`src/rtl/rbi_pkg.sv`:
```
// Shared widths, codes and the multiplier control word for the planar rigid-body integrator.
// No dependencies; every other rtl file imports this package.
package rbi_pkg;

   localparam int FRAC_DEFAULT = 16;
   localparam int ANGLE_FRAC   = 28;
   localparam int SUM_W        = 40;
   localparam int POS_W        = 48;
   localparam int VEL_W        = 32;
   localparam int ACC_W        = 48;
   localparam int TERM_W       = 62;
   localparam int DTH_W        = 41;
   localparam int HEAD_W       = 31;
   localparam int MA_W         = 62;
   localparam int MB_W         = 32;
   localparam int PROD_W       = MA_W + MB_W;
   localparam int WX_W         = 64;
   localparam int CSR_IDX_W    = 3;

   localparam logic [HEAD_W-1:0] TWO_PI_Q28 = 31'd1686629713;

   localparam logic [1:0] REQ_FORCE  = 2'd0;
   localparam logic [1:0] REQ_TORQUE = 2'd1;
   localparam logic [1:0] REQ_TICK   = 2'd2;
   // undefined request kind, ignored by the block
   localparam logic [1:0] REQ_NONE   = 2'd3;

   localparam logic [CSR_IDX_W-1:0] CSR_INV_MASS    = 3'd0;
   localparam logic [CSR_IDX_W-1:0] CSR_INV_INERTIA = 3'd1;
   localparam logic [CSR_IDX_W-1:0] CSR_PPM         = 3'd2;
   localparam logic [CSR_IDX_W-1:0] CSR_START_X     = 3'd3;
   localparam logic [CSR_IDX_W-1:0] CSR_START_Y     = 3'd4;
   // index with no register behind it
   localparam logic [CSR_IDX_W-1:0] CSR_NONE        = 3'd7;

   typedef enum logic [1:0] {
      SHIFT_16,
      SHIFT_17,
      SHIFT_24
   } shift_sel_type;

   typedef struct packed {
      logic          start;
      shift_sel_type shift;
      logic          sat_wide;
   } mul_ctl_type;

endpackage

```
`src/rtl/rbi_mul.sv`:
```
// Bit-serial signed-by-unsigned multiplier with floored scaling and saturation.
// One multiplier bit per cycle, then a final step that scales and clamps. Depends on rbi_pkg.
module rbi_mul (
   input  logic                               clock,
   input  logic                               reset,
   input  rbi_pkg::mul_ctl_type               ctl,
   input  logic signed [rbi_pkg::MA_W-1:0]    op_a,
   input  logic        [rbi_pkg::MB_W-1:0]    op_b,
   output logic                               done,
   output logic signed [rbi_pkg::TERM_W-1:0]  result
);
   import rbi_pkg::*;

   localparam int CNT_W = $clog2(MB_W);
   localparam int Q_W   = PROD_W - 16 + 1;

   logic                     neg_ff;
   logic [MA_W-1:0]          mag_ff;
   logic [MB_W-1:0]          mult_ff;
   logic [MA_W-1:0]          acc_ff;
   logic [MB_W-1:0]          lo_ff;
   logic [CNT_W-1:0]         cnt_ff;
   logic                     busy_ff;
   logic                     fin_ff;
   logic                     done_ff;
   shift_sel_type            shift_ff;
   logic                     wide_ff;
   logic signed [TERM_W-1:0] result_ff;

   logic [MA_W:0]     step_sum;
   logic [PROD_W-1:0] prod;
   logic [Q_W-1:0]    quo;
   logic [Q_W-1:0]    quo_adj;
   logic              sticky;
   logic [Q_W-1:0]    lim;
   logic [Q_W-1:0]    fin_val;

   assign step_sum = {1'b0, acc_ff} + (mult_ff[0] ? {1'b0, mag_ff} : '0);
   assign prod     = {acc_ff, lo_ff};

   always_comb begin
      unique case (shift_ff)
         SHIFT_16: begin
            quo    = Q_W'(prod >> 16);
            sticky = |lo_ff[15:0];
         end
         SHIFT_17: begin
            quo    = Q_W'(prod >> 17);
            sticky = |lo_ff[16:0];
         end
         SHIFT_24: begin
            quo    = Q_W'(prod >> 24);
            sticky = |lo_ff[23:0];
         end
         default: begin
            quo    = Q_W'(prod >> 16);
            sticky = |lo_ff[15:0];
         end
      endcase
      // negative products round toward minus infinity
      quo_adj = quo + Q_W'(neg_ff & sticky);
      lim = wide_ff ? (Q_W'(1) << (TERM_W - 1)) - Q_W'(1)
                    : (Q_W'(1) << (ACC_W - 1)) - Q_W'(1);
      if (neg_ff) begin
         fin_val = (quo_adj > lim + Q_W'(1)) ? -(lim + Q_W'(1)) : -quo_adj;
      end else begin
         fin_val = (quo_adj > lim) ? lim : quo_adj;
      end
   end

   always_ff @(posedge clock) begin
      if (reset) begin
         busy_ff <= 1'b0;
         fin_ff  <= 1'b0;
         done_ff <= 1'b0;
         cnt_ff  <= '0;
      end else begin
         done_ff <= 1'b0;
         if (ctl.start) begin
            neg_ff   <= op_a[MA_W-1];
            mag_ff   <= op_a[MA_W-1] ? MA_W'(-op_a) : MA_W'(op_a);
            mult_ff  <= op_b;
            acc_ff   <= '0;
            lo_ff    <= '0;
            cnt_ff   <= '0;
            shift_ff <= ctl.shift;
            wide_ff  <= ctl.sat_wide;
            busy_ff  <= 1'b1;
         end else if (busy_ff) begin
            acc_ff  <= step_sum[MA_W:1];
            lo_ff   <= {step_sum[0], lo_ff[MB_W-1:1]};
            mult_ff <= mult_ff >> 1;
            cnt_ff  <= cnt_ff + CNT_W'(1);
            if (cnt_ff == CNT_W'(MB_W - 1)) begin
               busy_ff <= 1'b0;
               fin_ff  <= 1'b1;
            end
         end else if (fin_ff) begin
            result_ff <= fin_val[TERM_W-1:0];
            fin_ff    <= 1'b0;
            done_ff   <= 1'b1;
         end
      end
   end

   assign done   = done_ff;
   assign result = result_ff;

endmodule

```
`src/rtl/rbi_wrap.sv`:
```
// Angle wrap unit: restoring reduction modulo 2*pi, one quotient bit per cycle,
// then a fold into [-pi, pi]. Depends on rbi_pkg.
module rbi_wrap (
   input  logic                               clock,
   input  logic                               reset,
   input  logic                               start,
   input  logic signed [rbi_pkg::WX_W-1:0]    angle_sum,
   output logic                               done,
   output logic signed [rbi_pkg::HEAD_W-1:0]  heading
);
   import rbi_pkg::*;

   localparam int STEPS = WX_W - HEAD_W + 1;
   localparam int CNT_W = $clog2(STEPS);
   localparam logic [WX_W-1:0] DIV_INIT = {TWO_PI_Q28, {(WX_W - HEAD_W){1'b0}}};
   localparam logic signed [HEAD_W:0] C_EXT = {1'b0, TWO_PI_Q28};
   localparam logic signed [HEAD_W:0] HALF_C = (C_EXT - 1) / 2;

   logic [WX_W-1:0]          mag_ff;
   logic [WX_W-1:0]          div_ff;
   logic                     neg_ff;
   logic [CNT_W-1:0]         cnt_ff;
   logic                     busy_ff;
   logic                     fin_ff;
   logic                     done_ff;
   logic signed [HEAD_W-1:0] heading_ff;

   logic signed [HEAD_W:0] rem;
   logic signed [HEAD_W:0] pos_rem;
   logic signed [HEAD_W:0] folded;

   always_comb begin
      rem     = {1'b0, mag_ff[HEAD_W-1:0]};
      pos_rem = (neg_ff && rem != '0) ? C_EXT - rem : rem;
      folded  = (pos_rem > HALF_C) ? pos_rem - C_EXT : pos_rem;
   end

   always_ff @(posedge clock) begin
      if (reset) begin
         busy_ff <= 1'b0;
         fin_ff  <= 1'b0;
         done_ff <= 1'b0;
         cnt_ff  <= '0;
      end else begin
         done_ff <= 1'b0;
         if (start) begin
            neg_ff  <= angle_sum[WX_W-1];
            mag_ff  <= angle_sum[WX_W-1] ? WX_W'(-angle_sum) : WX_W'(angle_sum);
            div_ff  <= DIV_INIT;
            cnt_ff  <= '0;
            busy_ff <= 1'b1;
         end else if (busy_ff) begin
            if (mag_ff >= div_ff) begin
               mag_ff <= mag_ff - div_ff;
            end
            div_ff <= div_ff >> 1;
            cnt_ff <= cnt_ff + CNT_W'(1);
            if (cnt_ff == CNT_W'(STEPS - 1)) begin
               busy_ff <= 1'b0;
               fin_ff  <= 1'b1;
            end
         end else if (fin_ff) begin
            heading_ff <= folded[HEAD_W-1:0];
            fin_ff     <= 1'b0;
            done_ff    <= 1'b1;
         end
      end
   end

   assign done    = done_ff;
   assign heading = heading_ff;

endmodule

```
`src/rtl/rigid_body_2d_integrator.sv`:
```
// Planar rigid-body integrator: top level with sequencer, state and the register port.
// Depends on rbi_pkg, rbi_mul and rbi_wrap.
//
// Force and torque words are summed into their accumulators and give no result. A tick word
// runs fourteen products through one bit-serial multiplier (each takes the multiplier bits,
// a scale-and-clamp step, issue and hand-back), x axis, y axis, then rotation, followed by
// the serial angle wrap. The multiplier is the pacing unit. New words are taken only while
// the sequencer is idle; a finished result waits in its output register. Register writes
// are taken in any cycle and must only be issued while the block is idle.
module rigid_body_2d_integrator #(
   parameter int FRACTION_BITS = rbi_pkg::FRAC_DEFAULT
) (
   input  logic                                 clock,
   input  logic                                 reset,
   input  logic                                 req_valid,
   output logic                                 req_ready,
   input  logic        [1:0]                    req_type,
   input  logic signed [31:0]                   req_force_x,
   input  logic signed [31:0]                   req_force_y,
   input  logic signed [31:0]                   req_torque,
   input  logic        [15:0]                   req_time_step,
   output logic                                 rsp_valid,
   input  logic                                 rsp_ready,
   output logic signed [31:0]                   rsp_pixel_x,
   output logic signed [31:0]                   rsp_pixel_y,
   output logic signed [31:0]                   rsp_velocity_x,
   output logic signed [31:0]                   rsp_velocity_y,
   output logic signed [rbi_pkg::HEAD_W-1:0]    rsp_heading,
   output logic signed [31:0]                   rsp_spin_rate,
   input  logic                                 csr_valid,
   output logic                                 csr_ready,
   input  logic        [rbi_pkg::CSR_IDX_W-1:0] csr_index,
   input  logic        [31:0]                   csr_wdata
);
   import rbi_pkg::*;

   localparam int ASH = ANGLE_FRAC - FRACTION_BITS;

   typedef enum logic [2:0] {
      ST_IDLE, ST_ISSUE, ST_WAIT, ST_WRAP_GO, ST_WRAP_WAIT, ST_OUT
   } state_type;

   typedef enum logic [2:0] {
      STEP_ACC, STEP_DV, STEP_VT, STEP_HALF, STEP_PIX
   } step_type;

   typedef enum logic [1:0] {
      AXIS_X, AXIS_Y, AXIS_ROT
   } axis_type;

   function automatic logic signed [63:0] sat(input logic signed [63:0] v, input int w);
      logic signed [63:0] hi;
      logic signed [63:0] lo;
      hi = (64'sd1 <<< (w - 1)) - 64'sd1;
      lo = -hi - 64'sd1;
      if (v > hi) begin
         return hi;
      end else if (v < lo) begin
         return lo;
      end
      return v;
   endfunction

   state_type state_ff;
   step_type  step_ff;
   axis_type  axis_ff;

   logic        [31:0]        inv_mass_ff;
   logic        [31:0]        inv_inertia_ff;
   logic        [31:0]        ppm_ff;
   logic signed [SUM_W-1:0]   fsx_ff;
   logic signed [SUM_W-1:0]   fsy_ff;
   logic signed [SUM_W-1:0]   tsum_ff;
   logic signed [POS_W-1:0]   posx_ff;
   logic signed [POS_W-1:0]   posy_ff;
   logic signed [VEL_W-1:0]   velx_ff;
   logic signed [VEL_W-1:0]   vely_ff;
   logic signed [VEL_W-1:0]   angle_ff;
   logic signed [VEL_W-1:0]   angvel_ff;
   logic        [15:0]        dt_ff;
   logic signed [TERM_W-1:0]  dv_ff;
   logic signed [TERM_W-1:0]  t_ff;
   logic signed [DTH_W-1:0]   dth_ff;
   logic                      rsp_valid_ff;
   logic signed [31:0]        pix_x_ff;
   logic signed [31:0]        pix_y_ff;
   logic signed [31:0]        out_vx_ff;
   logic signed [31:0]        out_vy_ff;
   logic signed [HEAD_W-1:0]  out_head_ff;
   logic signed [31:0]        out_w_ff;

   mul_ctl_type              mul_ctl;
   logic signed [MA_W-1:0]   mul_a;
   logic        [MB_W-1:0]   mul_b;
   logic                     mul_done;
   logic signed [TERM_W-1:0] mul_result;
   logic                     wrap_start;
   logic signed [WX_W-1:0]   wrap_in;
   logic                     wrap_done;
   logic signed [HEAD_W-1:0] wrap_angle;

   logic signed [SUM_W-1:0]  sum_sel;
   logic signed [VEL_W-1:0]  vel_sel;
   logic signed [63:0]       start_load;
   logic signed [63:0]       half_sum;
   logic signed [63:0]       vel_new;
   logic signed [63:0]       pix_x_full;
   logic signed [63:0]       pix_y_full;

   always_comb begin
      unique case (axis_ff)
         AXIS_X: begin
            sum_sel = fsx_ff;
            vel_sel = velx_ff;
         end
         AXIS_Y: begin
            sum_sel = fsy_ff;
            vel_sel = vely_ff;
         end
         AXIS_ROT: begin
            sum_sel = tsum_ff;
            vel_sel = angvel_ff;
         end
         default: begin
            sum_sel = tsum_ff;
            vel_sel = angvel_ff;
         end
      endcase

      mul_ctl.start    = (state_ff == ST_ISSUE);
      mul_ctl.shift    = SHIFT_16;
      mul_ctl.sat_wide = 1'b1;
      mul_a            = dv_ff;
      mul_b            = MB_W'(dt_ff);
      unique case (step_ff)
         STEP_ACC: begin
            mul_a            = MA_W'(sum_sel);
            mul_b            = (axis_ff == AXIS_ROT) ? inv_inertia_ff : inv_mass_ff;
            mul_ctl.shift    = SHIFT_24;
            mul_ctl.sat_wide = 1'b0;
         end
         STEP_DV: begin
            mul_a = dv_ff;
         end
         STEP_VT: begin
            mul_a = MA_W'(vel_sel);
         end
         STEP_HALF: begin
            mul_a         = dv_ff;
            mul_ctl.shift = SHIFT_17;
         end
         STEP_PIX: begin
            mul_a = t_ff;
            mul_b = ppm_ff;
         end
         default: begin
            mul_a = dv_ff;
         end
      endcase

      start_load = sat(64'($signed(csr_wdata)) <<< FRACTION_BITS, POS_W);
      half_sum   = 64'(t_ff) + 64'(mul_result);
      vel_new    = sat(64'(vel_sel) + 64'(dv_ff), VEL_W);
      wrap_start = (state_ff == ST_WRAP_GO);
      wrap_in    = 64'(angle_ff) + (64'(dth_ff) <<< ASH);
      pix_x_full = sat(64'(posx_ff >>> FRACTION_BITS), 32);
      pix_y_full = sat(64'(posy_ff >>> FRACTION_BITS), 32);
   end

   rbi_mul u_mul (
      .clock  (clock),
      .reset  (reset),
      .ctl    (mul_ctl),
      .op_a   (mul_a),
      .op_b   (mul_b),
      .done   (mul_done),
      .result (mul_result)
   );

   rbi_wrap u_wrap (
      .clock     (clock),
      .reset     (reset),
      .start     (wrap_start),
      .angle_sum (wrap_in),
      .done      (wrap_done),
      .heading   (wrap_angle)
   );

   always_ff @(posedge clock) begin
      if (reset) begin
         state_ff       <= ST_IDLE;
         step_ff        <= STEP_ACC;
         axis_ff        <= AXIS_X;
         rsp_valid_ff   <= 1'b0;
         inv_mass_ff    <= 32'd16777;
         inv_inertia_ff <= 32'd16777;
         ppm_ff         <= 32'd655360;
         fsx_ff         <= '0;
         fsy_ff         <= '0;
         tsum_ff        <= '0;
         posx_ff        <= '0;
         posy_ff        <= '0;
         velx_ff        <= '0;
         vely_ff        <= '0;
         angle_ff       <= '0;
         angvel_ff      <= '0;
      end else begin
         // in the output state the valid flag is reloaded below
         if (rsp_valid_ff && rsp_ready && state_ff != ST_OUT) begin
            rsp_valid_ff <= 1'b0;
         end

         if (csr_valid) begin
            unique case (csr_index)
               CSR_INV_MASS:    inv_mass_ff    <= csr_wdata;
               CSR_INV_INERTIA: inv_inertia_ff <= csr_wdata;
               CSR_PPM:         ppm_ff         <= csr_wdata;
               CSR_START_X:     posx_ff        <= start_load[POS_W-1:0];
               CSR_START_Y:     posy_ff        <= start_load[POS_W-1:0];
               default: ;
            endcase
         end

         unique case (state_ff)
            ST_IDLE: begin
               if (req_valid) begin
                  if (req_type == REQ_FORCE) begin
                     fsx_ff <= SUM_W'(sat(64'(fsx_ff) + 64'(req_force_x), SUM_W));
                     fsy_ff <= SUM_W'(sat(64'(fsy_ff) + 64'(req_force_y), SUM_W));
                  end else if (req_type == REQ_TORQUE) begin
                     tsum_ff <= SUM_W'(sat(64'(tsum_ff) + 64'(req_torque), SUM_W));
                  end else if (req_type == REQ_TICK) begin
                     dt_ff    <= req_time_step;
                     axis_ff  <= AXIS_X;
                     step_ff  <= STEP_ACC;
                     state_ff <= ST_ISSUE;
                  end
               end
            end
            ST_ISSUE: begin
               state_ff <= ST_WAIT;
            end
            ST_WAIT: begin
               if (mul_done) begin
                  state_ff <= ST_ISSUE;
                  unique case (step_ff)
                     STEP_ACC: begin
                        dv_ff   <= mul_result;
                        step_ff <= STEP_DV;
                     end
                     STEP_DV: begin
                        dv_ff   <= mul_result;
                        step_ff <= STEP_VT;
                     end
                     STEP_VT: begin
                        t_ff    <= mul_result;
                        step_ff <= STEP_HALF;
                     end
                     STEP_HALF: begin
                        // velocity terms above used the old rate, so update it now
                        if (axis_ff == AXIS_ROT) begin
                           dth_ff    <= DTH_W'(sat(half_sum, DTH_W));
                           angvel_ff <= vel_new[VEL_W-1:0];
                           state_ff  <= ST_WRAP_GO;
                        end else begin
                           t_ff    <= TERM_W'(sat(half_sum, TERM_W));
                           step_ff <= STEP_PIX;
                           if (axis_ff == AXIS_X) begin
                              velx_ff <= vel_new[VEL_W-1:0];
                           end else begin
                              vely_ff <= vel_new[VEL_W-1:0];
                           end
                        end
                     end
                     STEP_PIX: begin
                        // screen y grows downward
                        if (axis_ff == AXIS_X) begin
                           posx_ff <= POS_W'(sat(64'(posx_ff) + 64'(mul_result), POS_W));
                           axis_ff <= AXIS_Y;
                        end else begin
                           posy_ff <= POS_W'(sat(64'(posy_ff) - 64'(mul_result), POS_W));
                           axis_ff <= AXIS_ROT;
                        end
                        step_ff <= STEP_ACC;
                     end
                     default: begin
                        step_ff <= STEP_ACC;
                     end
                  endcase
               end
            end
            ST_WRAP_GO: begin
               state_ff <= ST_WRAP_WAIT;
            end
            ST_WRAP_WAIT: begin
               if (wrap_done) begin
                  angle_ff <= VEL_W'(wrap_angle);
                  state_ff <= ST_OUT;
               end
            end
            ST_OUT: begin
               if (!rsp_valid_ff || rsp_ready) begin
                  pix_x_ff     <= pix_x_full[31:0];
                  pix_y_ff     <= pix_y_full[31:0];
                  out_vx_ff    <= velx_ff;
                  out_vy_ff    <= vely_ff;
                  out_head_ff  <= angle_ff[HEAD_W-1:0];
                  out_w_ff     <= angvel_ff;
                  rsp_valid_ff <= 1'b1;
                  fsx_ff       <= '0;
                  fsy_ff       <= '0;
                  tsum_ff      <= '0;
                  state_ff     <= ST_IDLE;
               end
            end
            default: begin
               state_ff <= ST_IDLE;
            end
         endcase
      end
   end

   assign req_ready      = (state_ff == ST_IDLE);
   assign csr_ready      = 1'b1;
   assign rsp_valid      = rsp_valid_ff;
   assign rsp_pixel_x    = pix_x_ff;
   assign rsp_pixel_y    = pix_y_ff;
   assign rsp_velocity_x = out_vx_ff;
   assign rsp_velocity_y = out_vy_ff;
   assign rsp_heading    = out_head_ff;
   assign rsp_spin_rate  = out_w_ff;

   a_mul_done_in_wait: assert property (@(posedge clock) disable iff (reset)
      mul_done |-> state_ff == ST_WAIT)
      else $error("multiplier finished outside its wait state");

   a_wrap_in_range: assert property (@(posedge clock) disable iff (reset)
      wrap_done |-> (wrap_angle <= 31'sd843314856 && wrap_angle >= -31'sd843314856))
      else $error("wrapped angle outside minus pi to pi");

   a_sums_cleared: assert property (@(posedge clock) disable iff (reset)
      ($past(state_ff) == ST_OUT && state_ff == ST_IDLE)
         |-> (fsx_ff == '0 && fsy_ff == '0 && tsum_ff == '0))
      else $error("force or torque sum not cleared after a tick");

endmodule
```
`config.mk`:
```
export PLATFORM = sky130hd
export DESIGN_NAME = rigid_body_2d_integrator
export DESIGN_NICKNAME = d
export VERILOG_FILES = /design/src/rtl/rbi_pkg.sv /design/src/rtl/rbi_mul.sv /design/src/rtl/rbi_wrap.sv /design/src/rtl/rigid_body_2d_integrator.sv
export SDC_FILE = /design/constraint.sdc
export NUM_CORES = 2
export LEC_CHECK = 0
export BUFFER_PORTS_ARGS = -buffer_cell sky130_fd_sc_hd__clkbuf_2
export CORE_MARGIN = 4
export CORE_UTILIZATION = 44
export CTS_BUF_LIST = sky130_fd_sc_hd__clkbuf_4
export CTS_CLUSTER_DIAMETER = 150
export DETAILED_ROUTE_END_ITERATION = 16
export GPL_TIMING_DRIVEN = 0
export PLACE_DENSITY = 0.59
export SLEW_MARGIN = 20
export SYNTH_ARGS = -nofsm -noshare
export SYNTH_HDL_FRONTEND = slang
export SYNTH_SLANG_ARGS = --single-unit
```
`constraint.sdc`:
```
create_clock -name clock -period 13.2 [get_ports clock]
set_input_delay 0.66 -clock clock [delete_from_list [all_inputs] [get_ports clock]]
set_output_delay 0.66 -clock clock [all_outputs]
set_load 0.01 [all_outputs]
```
After elaboration in Yosys (flattened, before gate mapping)
Index checks and enable logic that the tools add are counted.
{"block": "totals", "register_bits": 1251, "in_bits": 154, "output_inout_bits": 194, "wordCells": 370}
{"block": "op_classes", "addsub": 20, "n_lt_le_gt_ge": 26, "eq_ne": 36, "mux": 180, "bitwise": 10, "n_reduce_logical": 51}
{"operator": "$mux 48", "n": 21}
{"operator": "$mux 40", "n": 17}
{"operator": "$mux 62", "n": 9}
{"operator": "$mux 32", "n": 14}
{"operator": "$mux 64", "n": 5}
{"operator": "$pmux 40 s2", "n": 4}
{"operator": "$neg 62->62", "n": 3}
{"operator": "$pmux 62 s3", "n": 1}
{"operator": "$pmux 78 s2", "n": 1}
{"operator": "$pmux 32 s2", "n": 2}
{"operator": "$gt 63x48->1 const B", "n": 2}
{"operator": "$lt 63x48->1 const B", "n": 2}
{"operator": "$pmux 62 s2", "n": 1}
{"operator": "$add 40x32->41", "n": 3}
{"operator": "$gt 41x40->1 const B", "n": 3}
{"operator": "$lt 41x40->1 const B", "n": 3}
{"operator": "$mux 41", "n": 3}
{"operator": "$mux 61", "n": 2}
{"operator": "$add 78x1->79", "n": 1}
{"operator": "$gt 79x61->1", "n": 1}
{"operator": "$gt 79x79->1", "n": 1}
{"operator": "$mux 1", "n": 71}
{"operator": "$ge 64x64->1", "n": 1}
{"operator": "$gt 32x32->1 const B", "n": 2}
{"operator": "other kinds (61)", "n": 150}

Depth between registers and ports, before layout
{"block": "logic_depth", "depth_word": 14, "depth_mapped": 43, "depth_no_buf": 29}

By module
From an unflattened synthesis, not the netlist that was laid out.
{"block": "unflattened", "cells_unflattened": 10760, "hier_area_um2": 91640.4}
{"mod": "rigid_body_2d_integrator", "n_inst": 1, "cells_each": 6930, "area_per_inst_um2": 56965.9}
{"mod": "rbi_mul", "n_inst": 1, "cells_each": 2267, "area_per_inst_um2": 20941.3}
{"mod": "rbi_wrap", "n_inst": 1, "cells_each": 1563, "area_per_inst_um2": 13733.2}

Least setup slack after synthesis
OpenSTA, ideal clock, no wires.
{"block": "synth_timing", "path_kind": "input to register", "from": "input port reset", "to": "register out_head_ff[0] (netlist: rsp_heading[0]), enable pin", "setup_ns": 0.745, "arrival_time_ns": 9.441, "required_time_ns": 12.455, "setup_slack_ns": 3.013, "cell_stages": 5, "n_path_buf": 4, "path_cell_list": "clkbuf_1 -> clkbuf_1 -> clkbuf_1 -> clkbuf_1 -> nor2_1"}
{"block": "synth_via", "elab_chain_len": 2}
{"element": "from (decl)", "line": "rigid_body_2d_integrator.sv:14", "text": "input logic reset,"}
{"element": "$not 1->1 (no line)"}
{"element": "$reduce_and 3->1 (no line)"}
{"element": "to (signal assigned)", "line": "rigid_body_2d_integrator.sv:307", "text": "out_head_ff <= angle_ff[HEAD_W-1:0];"}
{"element": "to (decl)", "line": "rigid_body_2d_integrator.sv:89", "text": "logic signed [HEAD_W-1:0] out_head_ff;"}
Every way passes these cells.
A chain may end at the register's enable or synchronous reset.

Worst setup path after layout
{"block": "layout_timing", "from": "register axis_ff[1]", "to": "register vely_ff[30]"}
{"block": "layout_via", "elab_chain_len": 7, "elab_cells_between_ends": 14}
{"element": "from (decl)", "line": "rigid_body_2d_integrator.sv:66", "text": "axis_type axis_ff;"}
{"element": "from (signal assigned)", "line": "rigid_body_2d_integrator.sv:193", "text": "axis_ff <= AXIS_X;"}
{"element": "from (signal assigned)", "line": "rigid_body_2d_integrator.sv:234", "text": "axis_ff <= AXIS_X;"}
{"element": "from (signal assigned)", "line": "rigid_body_2d_integrator.sv:279", "text": "axis_ff <= AXIS_Y;"}
{"element": "$eq 2x1->1 / $logic_not 2->1 (equally long branches)", "line": "rigid_body_2d_integrator.sv:111, rigid_body_2d_integrator.sv:268"}
{"element": "$pmux 32 s2", "line": "rigid_body_2d_integrator.sv:111", "text": "unique case (axis_ff)"}
{"element": "$add 32x62->63", "line": "rigid_body_2d_integrator.sv:163", "text": "vel_new = sat(64'(vel_sel) + 64'(dv_ff), VEL_W);"}
{"element": "$lt 63x32->1", "line": "rigid_body_2d_integrator.sv:58", "text": "end else if (v < lo) begin"}
{"element": "$mux 1", "line": "rigid_body_2d_integrator.sv:58"}
{"element": "$mux 1", "line": "rigid_body_2d_integrator.sv:56", "text": "if (v > hi) begin"}
{"element": "$mux 32", "line": "rigid_body_2d_integrator.sv:61", "text": "return v;"}
{"element": "to (signal assigned)", "line": "rigid_body_2d_integrator.sv:271", "text": "vely_ff <= vel_new[VEL_W-1:0];"}
{"element": "to (decl)", "line": "rigid_body_2d_integrator.sv:77", "text": "logic signed [VEL_W-1:0] vely_ff;"}
Parallel ways exist; a longest one is shown, timed or not.

==> results.yml <==
run_status:
  status: "complete, no violations"
finish:
  final_layout_size_suffix_gt1_frac: 0.103
  final_nets: 12100
  mostFrequentLayoutCell: "nand2_1"
  fill_cells: 19400
  design_area_um2: 103000
  final_cell_mix: "nand2_1, a21oi_1, edfxtp_1"
  syn2layout_area_growth_pct: 14.3
  final_cell_count_no_fill: 14300
sta:
  hold_viol: 0
  setup_viol: 0
  min_period_ns: 11.28
  rsz0062_at_grt: "false"
  timing.fmax_mhz: 88.6
  slew_viol_final: 0
  period_share: 0.855
  layout_setup_ws_ns: 1.92
  holdWs_ns: 0.168
  slew_headroom: 0.173
  fin_worst_skew_ns: 0.190
  worst_pin_slew_ns: 1.23
global_route:
  track_usage: 0.335
  grt_max_degree: 79
  antenna_found_initial: 18
  overflow: 0
  grt_pass1_vias: 83900
  grt_pass1_wl_um: 536000
floorplan:
  coreArea_um2: 203000
  num_io_pins: 348
  die_area_um2: 211000
  die_h_um: 460
  start_util: 0.443
  rows: 165
  die-width_um: 460
synth:
  yosysWarnings: 0
  ys_seq_area_frac: 0.367
  yosys.cell_types.count: 117
  synth.net_count: 11100
  syn_area_um2: 89800
  syn_inst: 10400
  ys_async_sr_fraction: 0
  ys.flop_type: "edfxtp_1"
  ys_ff_latch: 1251
  post_synth.cell_area_avg_um2: 8.67
  synth_edf_count: 786
placed_design:
  port_buffers: 345
  routabilityCongestion: 1.00
  pre_cts_ws_ns: 2.32
  hpwlAfterDp_um: 292000
  placed_cells: 13400
  postPlaceCellArea_um2: 95700
worst_setup_path:
  cp.required_ns: 14.48
  path_buf_inv: 8
  crit_start: "axis_ff[1]"
  arrival_ns: 12.57
  start_kind: "flop"
  critPathMaxFanout: 10
  crit_path_frequent_cell: "clkbuf_1"
  cpPeakStageDelay_ns: 1.03
  path_cells: "clkbuf_1 -> clkbuf_1 -> clkbuf_1 -> clkbuf_1 -> clkbuf_1 -> clkbuf_1 -> o21ai_0 -> ha_1 -> clkbuf_1 -> nand4_1 -> nor4_1 -> o2111ai_1 -> a211oi_1 -> o31ai_1 -> o311a_1 -> o31ai_1 -> xor2_1 -> nand4_1 -> nor4_1 -> and4_1 -> a21oi_1 -> nor3_2 -> clkbuf_1 -> a221o_1"
  cp_slowest_cell: "nor3_2"
  rr_startpoint: "axis_ff[1]"
  crit_type: "flop to flop"
  end_kind: "flop"
  path_delay_family: "buffers and inverters"
drt:
  drt_iter0_markers: 8373
  detail_route.vias_per_cell: 6.11
  first_pass_iters: 8
  vias: 87400
  avgRoutedWirePerCell_um: 25.7
  drc: 0
  wirelength_um: 368000
  dr.max_layer_used: "met5"
  wl_met3_um: 28200
  ant_nets: 0
  met1_length_um: 149000
  wl_met2_um: 167000
clock_tree:
  cts_resized: 0
  cts.path.max_buffers: 4
  hold_buffers: 221
  post_cts_buffers: 0
  clk_latency_ns: 1.46
  clock-sinks: 1251
  ctsHtreeMaxLevel: 5
  cts_buffers: 369
  cts_tree: "done"
  cts_root_buffer: "clkbuf_4"
  cts.clk_slew.worst_paths_ns: 0.07
pwr:
  power_density_nw_per_um2: 91.0
  p_leak_nw: 41.9
  ir_drop_uv: 99.1
  p_total_mw: 9.34
worst_hold_path:
  worstHoldStart: "req_force_x[1]"
  hold_class: "input port to flop"
flow_run:
  drv_cap: 0
==> Yosys cell counts, types with 68 or more instances <==
master       n  area, um2
a31oi_1     99        619
a221oi_1   116       1020
a22oi_1     68        510
inv_1      360       1350
o21a_1      96        721
ha_1       567       7090
dfxtp_1    465       9310
xor2_1     266       2330
nand4_1    168       1050
o21bai_1   110        826
nor2b_1    158        988
a211oi_1    79        593
and3_1      92        576
and2_1     128        801
a221o_1    183       1830
mux2i_1    149       1490
nor2_1     720       2700
o21ai_0    695       3480
nor3_1     181        906
a21oi_1   1012       5060
clkbuf_1   500       1880
nor4_1      75        469
nand3_1    159        796
a21o_1     327       2450
edfxtp_1   786      23600
nand2_1   1300       4880
o211ai_1    68        510
xnor2_1    431       3770
nand2b_1   112        701
==> registers in the layout (all words and copies together), names as in the netlist, 40 cells and up <==
| name | count |
|---|---|
| u_mul.acc_ff | 62 |
| tsum_ff | 40 |
| dv_ff | 62 |
| u_mul.result | 62 |
| posx_ff | 48 |
| posy_ff | 48 |
| u_wrap.mag_ff | 64 |
| t_ff | 62 |
| u_mul.mag_ff | 62 |
| u_wrap.div_ff | 64 |
| fsy_ff | 40 |
| dth_ff | 41 |
| fsx_ff | 40 |
==> stage by stage <==
step	util	TNS [ns]
after floorplan	-	0
after global placement	0.468	-538.08
after detailed placement	0.472	0
after CTS	0.506	0
after global routing	0.507	0
final	0.507	0
==> worst reg2reg max path: cells and delay by family, from the launching register on <==
kind,cells,cell delay [ns]
compound gates,8,3.14
xor+xnor,1,0.23
fa+ha+maj,1,0.45
buf+inv,8,4.34
flops,1,0.38
simple gates,6,2.64
==> where the power goes <==
group          internal, mW  switching (mW)  total (mW)
registers              4.22          0.0725        4.29
logic                 0.460           0.745        1.20
clock network          2.02            1.83        3.84
==> worst paths after layout <==
check             slack, ns  depth (start not counted)           endpoint
setup / recovery       1.92                         24        vely_ff[30]
hold / removal         0.17                          5          fsx_ff[1]
setup reg to reg       1.92                         24        vely_ff[30]
hold reg to reg        0.42                          0  rsp_velocity_y[6]
==> cells by family (layout without fill, tap and decap cells) <==
family / after synthesis / count (layout) / synth area share
AOI/OAI and AO/OA: 3258 / 3258 / 0.235
xor gates and xnor gates: 697 / 697 / 0.0680
adders and majority gates: 638 / 638 / 0.0881
buffers and inverters: 958 / 2212 / 0.0422
DFF: 1251 / 1251 / 0.367
muxes: 163 / 163 / 0.0185
other: 1 / 23 / 0.0000418
and+or+nand+nor: 3394 / 3394 / 0.182
==> layout make-up <==
class | instances | area, um2 | share of cell area
sequential | 1251 | 32900 | 0.321
inverter | 366 | 1380 | 0.0135
clock buffer | 524 | 3930 | 0.0383
clock inverter | 114 | 723 | 0.00705
tap | 2672 | 3340 | 0.0326
multi-input combinational | 8151 | 53200 | 0.519
timing repair buffer | 616 | 4620 | 0.0450
antenna | 22 | 55.1 | 0.000536
buffer | 592 | 2420 | 0.0236
==> metal layers <==
metal,GRT usage,up-vias
met2,0.543,3878
met3,0.0616,909
met1,0.419,42100
met5,0,-
li1,-,40500
met4,0.192,8
Note: power is estimated with default switching activity, not from simulation.
